==> config.mk <==
export PLATFORM = sky130hd
export DESIGN_NAME = bitmap_block_allocator
export DESIGN_NICKNAME = d
export VERILOG_FILES = /design/src/sv/bba_pkg.sv /design/src/sv/bitmap_block_allocator.sv /design/src/sv/bba_ram.sv
export SDC_FILE = /design/constraint.sdc
export NUM_CORES = 2
export LEC_CHECK = 0
export ABC_AREA = 0
export BUFFER_PORTS_ARGS = -buffer_cell sky130_fd_sc_hd__buf_2
export CORE_MARGIN = 8
export CORE_UTILIZATION = 35
export DETAILED_ROUTE_END_ITERATION = 8
export GPL_TIMING_DRIVEN = 0
export SYNTH_ARGS = -nofsm -noshare
export SYNTH_HDL_FRONTEND = slang
export SYNTH_SLANG_ARGS = --single-unit
==> constraint.sdc <==
create_clock -name clock -period 9.45 [get_ports clock]
set_input_delay 0.945 -clock clock [delete_from_list [all_inputs] [get_ports clock]]
set_output_delay 0.945 -clock clock [all_outputs]
set_load 0.005 [all_outputs]
==> src/sv/bba_pkg.sv <==
package bba_pkg;

   // Field widths of the request, response and control register.
   localparam int TOTAL_W  = 11;
   localparam int BLOCK_W  = 10;
   localparam int STATUS_W = 2;

   // Capacity of the usage map in blocks. The block number fields are ten bits wide,
   // so the map cannot usefully hold more than this.
   localparam int MAX_BLOCKS = 1024;

   // Each word of the usage map covers this many blocks.
   localparam int WORD_BITS = 64;
   localparam int BIT_W     = 6;

   localparam logic [TOTAL_W-1:0] TOTAL_RESET = 11'd1024;

   localparam logic ACTION_ALLOC = 1'b0;
   localparam logic ACTION_FREE  = 1'b1;

   localparam logic [STATUS_W-1:0] STATUS_OK          = 2'd0;
   localparam logic [STATUS_W-1:0] STATUS_FULL        = 2'd1;
   localparam logic [STATUS_W-1:0] STATUS_DOUBLE_FREE = 2'd2;
   localparam logic [STATUS_W-1:0] STATUS_RANGE       = 2'd3;

   typedef enum logic [1:0] {
      ST_CLEAR,
      ST_IDLE,
      ST_ALLOC_CHECK,
      ST_FREE_CHECK
   } state_type;

endpackage

==> src/sv/bitmap_block_allocator.sv <==
// Allocate: the response strobe follows a scan of the map words from word 0 up to the
// word holding the first free block, or up to the last word in range when none is free.
// Free: an out-of-range block is answered from idle, else the word is read, then updated.
// A new item is taken in the cycle its predecessor's response is strobed; the response
// cannot be held off. After reset the map is cleared one word a cycle, with busy high;
// the control register is writable throughout.
module bitmap_block_allocator (
   input  logic                             clock,
   input  logic                             reset,
   input  logic                             start,
   output logic                             busy,
   input  logic                             req_action,
   input  logic [bba_pkg::BLOCK_W-1:0]      req_block_number,
   output logic                             rsp_valid,
   output logic [bba_pkg::BLOCK_W-1:0]      rsp_result_block,
   output logic [bba_pkg::STATUS_W-1:0]     rsp_status,
   input  logic                             csr_write_enable,
   input  logic [bba_pkg::TOTAL_W-1:0]      csr_write_data
);

   import bba_pkg::*;

   // The map is held as 64-bit words in a single-port-read RAM. Block numbers are
   // handled internally at CMP_W bits, wide enough for both the word-scaled scan
   // position and the effective total, plus one spare bit.
   localparam int WORDS  = (MAX_BLOCKS + WORD_BITS - 1) / WORD_BITS;
   localparam int WORD_W = (WORDS > 1) ? $clog2(WORDS) : 1;
   localparam int CMP_W  = (WORD_W + BIT_W + 1 > TOTAL_W + 1) ? WORD_W + BIT_W + 1
                                                              : TOTAL_W + 1;

   state_type state_ff, state_in;

   logic [TOTAL_W-1:0]  total_ff;
   logic [WORD_W-1:0]   scan_ff, scan_in;
   logic [WORD_W-1:0]   clear_ff, clear_in;
   logic [BLOCK_W-1:0]  blk_ff, blk_in;

   logic                rsp_valid_ff, rsp_valid_in;
   logic [BLOCK_W-1:0]  rsp_block_ff, rsp_block_in;
   logic [STATUS_W-1:0] rsp_status_ff, rsp_status_in;

   // Map RAM port signals.
   logic                 ram_wr_en;
   logic [WORD_W-1:0]    ram_wr_addr;
   logic [WORD_BITS-1:0] ram_wr_data;
   logic [WORD_W-1:0]    ram_rd_addr;
   logic [WORD_BITS-1:0] ram_rd_data;

   // Scan unit: masks the word under test to blocks below the total and finds
   // its lowest clear bit.
   logic [CMP_W-1:0]     eff_total;
   logic [CMP_W-1:0]     word_base;
   logic [CMP_W-1:0]     remain;
   logic                 last_word;
   logic [WORD_BITS-1:0] valid_mask;
   logic [WORD_BITS-1:0] free_bits;
   logic                 free_found;
   logic [BIT_W-1:0]     free_pos;
   logic [CMP_W-1:0]     alloc_num;
   logic [CMP_W-1:0]     req_blk_ext;
   logic                 req_in_range;

   bba_ram #(
      .WIDTH (WORD_BITS),
      .DEPTH (WORDS)
   ) u_map (
      .clock   (clock),
      .wr_en   (ram_wr_en),
      .wr_addr (ram_wr_addr),
      .wr_data (ram_wr_data),
      .rd_addr (ram_rd_addr),
      .rd_data (ram_rd_data)
   );

   // A programmed total above the capacity of the map counts as the capacity.
   always_comb begin
      if (32'(total_ff) > MAX_BLOCKS) begin
         eff_total = CMP_W'(MAX_BLOCKS);
      end else begin
         eff_total = CMP_W'(total_ff);
      end
   end

   // The scan only reaches a word whose first block lies below the total, so the
   // remainder never goes negative. The word is the last one to try once no more
   // than a full word of blocks is left.
   always_comb begin
      word_base = CMP_W'(scan_ff) << BIT_W;
      remain    = eff_total - word_base;
      last_word = (remain <= CMP_W'(WORD_BITS));
      if (remain >= CMP_W'(WORD_BITS)) begin
         valid_mask = '1;
      end else begin
         valid_mask = (WORD_BITS'(1) << remain[BIT_W-1:0]) - WORD_BITS'(1);
      end
      free_bits = ~ram_rd_data & valid_mask;
   end

   // Priority encoder for the lowest free bit of the word.
   always_comb begin
      free_found = 1'b0;
      free_pos   = '0;
      for (int i = WORD_BITS - 1; i >= 0; i--) begin
         if (free_bits[i]) begin
            free_found = 1'b1;
            free_pos   = BIT_W'(i);
         end
      end
      alloc_num = word_base + CMP_W'(free_pos);
   end

   assign req_blk_ext  = CMP_W'(req_block_number);
   assign req_in_range = (req_blk_ext < eff_total);

   always_ff @(posedge clock) begin
      if (reset) begin
         state_ff     <= ST_CLEAR;
         total_ff     <= TOTAL_RESET;
         clear_ff     <= '0;
         rsp_valid_ff <= 1'b0;
      end else begin
         state_ff     <= state_in;
         clear_ff     <= clear_in;
         rsp_valid_ff <= rsp_valid_in;
         if (csr_write_enable) begin
            total_ff <= csr_write_data;
         end
      end
   end

   always_ff @(posedge clock) begin
      scan_ff       <= scan_in;
      blk_ff        <= blk_in;
      rsp_block_ff  <= rsp_block_in;
      rsp_status_ff <= rsp_status_in;
   end

   always_comb begin
      state_in      = state_ff;
      scan_in       = scan_ff;
      clear_in      = clear_ff;
      blk_in        = blk_ff;
      rsp_valid_in  = 1'b0;
      rsp_block_in  = rsp_block_ff;
      rsp_status_in = rsp_status_ff;
      ram_wr_en     = 1'b0;
      ram_wr_addr   = scan_ff;
      ram_wr_data   = ram_rd_data;
      ram_rd_addr   = scan_ff;

      unique case (state_ff)
         ST_CLEAR: begin
            // Every block starts out free.
            ram_wr_en   = 1'b1;
            ram_wr_addr = clear_ff;
            ram_wr_data = '0;
            if (clear_ff == WORD_W'(WORDS - 1)) begin
               state_in = ST_IDLE;
            end else begin
               clear_in = clear_ff + WORD_W'(1);
            end
         end

         ST_IDLE: begin
            if (start) begin
               blk_in = req_block_number;
               if (req_action == ACTION_ALLOC) begin
                  // Fetch the first word; the scan starts on it next cycle.
                  ram_rd_addr = '0;
                  scan_in     = '0;
                  state_in    = ST_ALLOC_CHECK;
               end else if (req_in_range) begin
                  ram_rd_addr = req_blk_ext[WORD_W+BIT_W-1:BIT_W];
                  scan_in     = req_blk_ext[WORD_W+BIT_W-1:BIT_W];
                  state_in    = ST_FREE_CHECK;
               end else begin
                  rsp_valid_in  = 1'b1;
                  rsp_block_in  = req_block_number;
                  rsp_status_in = STATUS_RANGE;
               end
            end
         end

         ST_ALLOC_CHECK: begin
            // The next word is fetched while this one is examined, so the scan
            // covers one word per cycle.
            ram_rd_addr = scan_ff + WORD_W'(1);
            if (free_found) begin
               ram_wr_en     = 1'b1;
               ram_wr_addr   = scan_ff;
               ram_wr_data   = ram_rd_data | (WORD_BITS'(1) << free_pos);
               rsp_valid_in  = 1'b1;
               rsp_block_in  = alloc_num[BLOCK_W-1:0];
               rsp_status_in = STATUS_OK;
               state_in      = ST_IDLE;
            end else if (last_word) begin
               rsp_valid_in  = 1'b1;
               rsp_block_in  = '0;
               rsp_status_in = STATUS_FULL;
               state_in      = ST_IDLE;
            end else begin
               scan_in = scan_ff + WORD_W'(1);
            end
         end

         ST_FREE_CHECK: begin
            rsp_valid_in = 1'b1;
            rsp_block_in = blk_ff;
            state_in     = ST_IDLE;
            if (ram_rd_data[blk_ff[BIT_W-1:0]]) begin
               ram_wr_en     = 1'b1;
               ram_wr_addr   = scan_ff;
               ram_wr_data   = ram_rd_data & ~(WORD_BITS'(1) << blk_ff[BIT_W-1:0]);
               rsp_status_in = STATUS_OK;
            end else begin
               rsp_status_in = STATUS_DOUBLE_FREE;
            end
         end

         default: begin
            state_in = ST_IDLE;
         end
      endcase
   end

   assign busy             = (state_ff != ST_IDLE);
   assign rsp_valid        = rsp_valid_ff;
   assign rsp_result_block = rsp_block_ff;
   assign rsp_status       = rsp_status_ff;

endmodule

==> src/sv/bba_ram.sv <==
module bba_ram #(
   parameter int WIDTH = 64,
   parameter int DEPTH = 16,
   localparam int ADDR_W = (DEPTH > 1) ? $clog2(DEPTH) : 1
) (
   input  logic              clock,
   input  logic              wr_en,
   input  logic [ADDR_W-1:0] wr_addr,
   input  logic [WIDTH-1:0]  wr_data,
   input  logic [ADDR_W-1:0] rd_addr,
   output logic [WIDTH-1:0]  rd_data
);

   logic [WIDTH-1:0] mem [DEPTH];
   logic [WIDTH-1:0] rd_data_ff;

   always_ff @(posedge clock) begin
      if (wr_en) begin
         mem[wr_addr] <= wr_data;
      end
      rd_data_ff <= mem[rd_addr];
   end

   assign rd_data = rd_data_ff;

endmodule
==> summary.md <==
| Metric | Value |
|---|---|
| WP data required | 9.77 ns |
| Max Slew Vio Count | 0 |
| Drt drc | 0 |
| Std cell rows | 137 |
| CTS H-tree depth | 3 |
| Main combinational cell family by area after synthesis | multiplexers |
| Mean Syn Cell Area | 17.2 um2 |
| Worst reg2reg path depth | 22 |
| Die Area | 0.153 mm2 |
| Adder-cell share of the synthesized area | 0.00576 |
| Worst vdd ir | roughly 0.16 mV |
| Max-cap viol count | 0 |
| Capture point of the worst reg-to-reg path | u_map.mem[13][57]$_DFFE_PP_ |
| Vias | 28789 |
| Syn Std Cell Area | between 0.04 and 0.05 mm2 |
| Slew @ Worst Pin | 1.40 ns |
| Synth area leaders | edfxtp_1 (64%), mux4_2 (13%), mux2i_1 (4.2%) |
| CTS Hold Buffers Added | 0 |
| Pwr Density | 290 mW/mm2 |
| Post-CTS sizing | 0 |
| CORE AREA | 0.139 mm2 |
| Post-route ant nets | 0 |
| Crit path cell chain | buf_6, buf_6, buf_6, buf_6, inv_1, clkbuf_1, nand2_1, inv_1, ha_1, and3b_1, nor4_2, a41oi_2, nor2_1, clkbuf_1, a31oi_1, or3_1, o21ai_0, a21oi_1, o21ai_1, nand2_1, buf_2, o31ai_2 |
| Register area share after synthesis | 0.676 |
| CTS clk-pin slew, worst paths | 0.06 ns |
| GRT Util Overall | 0.186 |
| Largest net degree at the start of global routing | 24 |
| Postcts setup bufs | 0 |
| Complex-gate fraction of the synthesized area | 0.0663 |
| Leak | ~19 nW |
| Top FF cell, synth | edfxtp_1 |
| DR iter-0 viols | roughly 3500 |
| Async set or reset register ratio after synthesis | 0 |
| Tmin final | 8.87 ns |
| CP arrival | 9.19 ns |
| Die X | just under 400 um |
| Post-Place Worst Slack | roughly 0.75 ns |
| HPWL Detailed | approximately 100000 um |
| Top cells by count, synth | edfxtp_1 (1050), mux4_2 (276), mux2i_1 (207), nand2_1 (178), o21ai_0 (131) |
| Layout cells sized above 1 | 0.246 |
| Worst R2R Start | total_ff[10]$_SDFFE_PP1P_ |
| Critical path endpoint category | flip-flop |
| Reg2reg setup slack | around 0.58 ns |
| Multiplexer area fraction after synthesis | 0.169 |
| Slew headroom | 0.0656 |
| Status | completed |
| Initial antenna violation count | 2 |
| Worst setup path endpoint | u_map.mem[13][57]$_DFFE_PP_ |
| P&R area growth vs syn | 16.5% |
| CTS sink cnt | about 1100 |
| Num ports | 40 |
| PnR worst setup slack | ~0.58 ns |
| Final worst-path cycle share | 0.939 |
| Clk buf depth | 3 |
| Most common cell type on the critical path | buf_6 |
| Top-count cell post-synth | edfxtp_1 |
| Worst hold path class | in2reg |
| Post-Synthesis Cells | 2859 |
| Initial core utilization | 0.352 |
| Synth area leader | edfxtp_1 |
| Vias/cell | about 5.7 |
| Highest clock rate | approximately 0.11 GHz |
| Final Skew | roughly 0.019 ns |
| Yosys warns | 0 |
| # diodes | 0 |
| Total Routed Length | 145000 um |
| Post-synth cell types | 111 |
| Final Net Count | 3156 |
| RSZ-0062 raised after global routing | false |
| CP max stage cell | o31ai_2 |
| Hold Crit Depth | 1 |
| TritonRoute pass-1 iters | 6 |
| Port buffer count | 38 |
| Routed WL per cell | roughly 29 um |
| CTS tree | yes |
| Worst-Skew Late Latency | 0.71 ns |
| Critical path class | reg2reg |
| CP Launch Type | flip-flop |
| Mapped Nets | 2907 |
| Final setup fails | 0 |
| Final GP Congestion | 0.963 |
| Total CTS buffers | 111 |
| Critical-path maximum fanout | 16 |
| Endpoints failing hold | 0 |
| Total grt overflow | 0 |
| Number of synthesized register bits | approximately 1100 |
| Critical Path Start | total_ff[10]$_SDFFE_PP1P_ |
| Global-route wire length before repair | 208000 um |
| CP peak stage delay | 1.07 ns |
| Vert. Die Dim | between 300 and 400 um |
| Simple-gate share of the synthesized area | 0.0556 |
| Pwr Total | 0.0166 W |
| Root Buffer | clkbuf_16 |
| EDFF count, synth | about 1100 |
| Vias in the first global route | 28314 |
| Worst hold slack | 0.459 ns |
| Post-Synth XOR/XNOR Area | 0.00196 |
| Post-synth top area share | 0.642 |
==> kinds of logic (layout without fill, tap and decap cells) <==
logic type	count (synthesis)	in the layout
compound gates	462	462
simple gates	523	523
buf+inv	224	571
flops	1132	1132
fa+ha+maj	22	22
mux	485	485
xor+xnor	11	11
==> layout make-up <==
class / count / area [um2]
Buffer: 179 / 1080
Clock buffer: 154 / 3140
Multi-Input combinational cell: 1503 / 15000
Inverter: 45 / 169
Tap cell: 1876 / 2350
Sequential cell: 1132 / 33200
Timing Repair Buffer: 136 / 1710
Fill cell: 12425 / 82200
Clock inverter: 57 / 552
==> layer usage <==
metal	vias up	part of all wire	GRT usage
met5	-	0	0
met4	0	0.030	0.0562
li1	12221	-	-
met3	220	0.073	0.0287
met1	15113	0.43	0.265
met2	1235	0.47	0.294
==> cells in the final DEF, fill, tap and decap left out, types with 14 or more instances in the layout <==
| master | synthesis | final |
|---|---|---|
| nand2_1 | 178 | 178 |
| nor2_1 | 92 | 76 |
| buf_4 | 1 | 21 |
| edfxtp_1 | 1050 | 1050 |
| or3_1 | 16 | 16 |
| o21ai_1 | 3 | 16 |
| clkinv_2 | 0 | 25 |
| buf_12 | 0 | 42 |
| o31ai_2 | 8 | 47 |
| ha_1 | 21 | 21 |
| a21oi_1 | 59 | 59 |
| a31oi_1 | 35 | 35 |
| clkbuf_1 | 79 | 105 |
| o211ai_1 | 16 | 16 |
| nand2b_1 | 18 | 18 |
| buf_2 | 46 | 85 |
| clkinv_1 | 1 | 15 |
| nand3_1 | 38 | 38 |
| clkbuf_16 | 0 | 114 |
| mux2i_1 | 207 | 207 |
| nor4_1 | 17 | 17 |
| inv_1 | 44 | 44 |
| o21ai_0 | 131 | 118 |
| nor3_1 | 36 | 36 |
| nor2_4 | 0 | 16 |
| nor2b_1 | 18 | 18 |
| buf_6 | 30 | 57 |
| mux4_2 | 276 | 276 |
| dfxtp_1 | 82 | 82 |
| a21o_1 | 15 | 15 |
| clkbuf_8 | 0 | 14 |
==> per-stage QoR <==
stage                     instance area [um2]  setup TNS, ns  cells  utilization
after CTS                               57200              0   5082        0.410
after detailed placement                53500              0   4871        0.384
final                                   57200              0   5082        0.410
after global placement                  51600       -3129.09   4773        0.371
after global routing                    57200              0   5082        0.410
after floorplan                         49100              0   2859            -
==> flip-flops by register name (all words and copies together), names as in the netlist <==
name,count
u_map.rd_data,64
rsp_valid,1
clear_ff,4
blk_ff,10
rsp_status,2
state_ff,2
rsp_result_block,10
total_ff,11
scan_ff,4
u_map.mem,1024
==> worst min-delay path by stage <==
stage,from,endpoint
finish,req_block_number[5],blk_ff[5]$_DFFE_PP_
global route,req_block_number[5],blk_ff[5]$_DFFE_PP_
CTS,req_block_number[5],blk_ff[5]$_DFFE_PP_
detailed placement,total_ff[7]$_SDFFE_PP0P_,total_ff[7]$_SDFFE_PP0P_
global placement,total_ff[7]$_SDFFE_PP0P_,total_ff[7]$_SDFFE_PP0P_
floorplan,total_ff[6]$_SDFFE_PP0P_,total_ff[6]$_SDFFE_PP0P_
==> power by group <==
group,leakage (nW),switching (W),total [W],internal (W)
Clock,1.83,0.00188,0.00443,0.00255
Combinational,7.02,0.00306,0.00508,0.00201
Sequential,10.5,0.000508,0.00709,0.00658
Total,19.3,0.00546,0.0166,0.0111
==> worst max-delay path, delay by kind of cell (launching register included) <==
| family | cells | cell delay, ns |
|---|---|---|
| flops | 1 | 0.31 |
| buf+inv | 9 | 2.20 |
| fa+ha+maj | 1 | 0.26 |
| simple gates | 6 | 2.86 |
| compound gates | 6 | 2.83 |
Note: power is estimated with default switching activity, not from simulation.
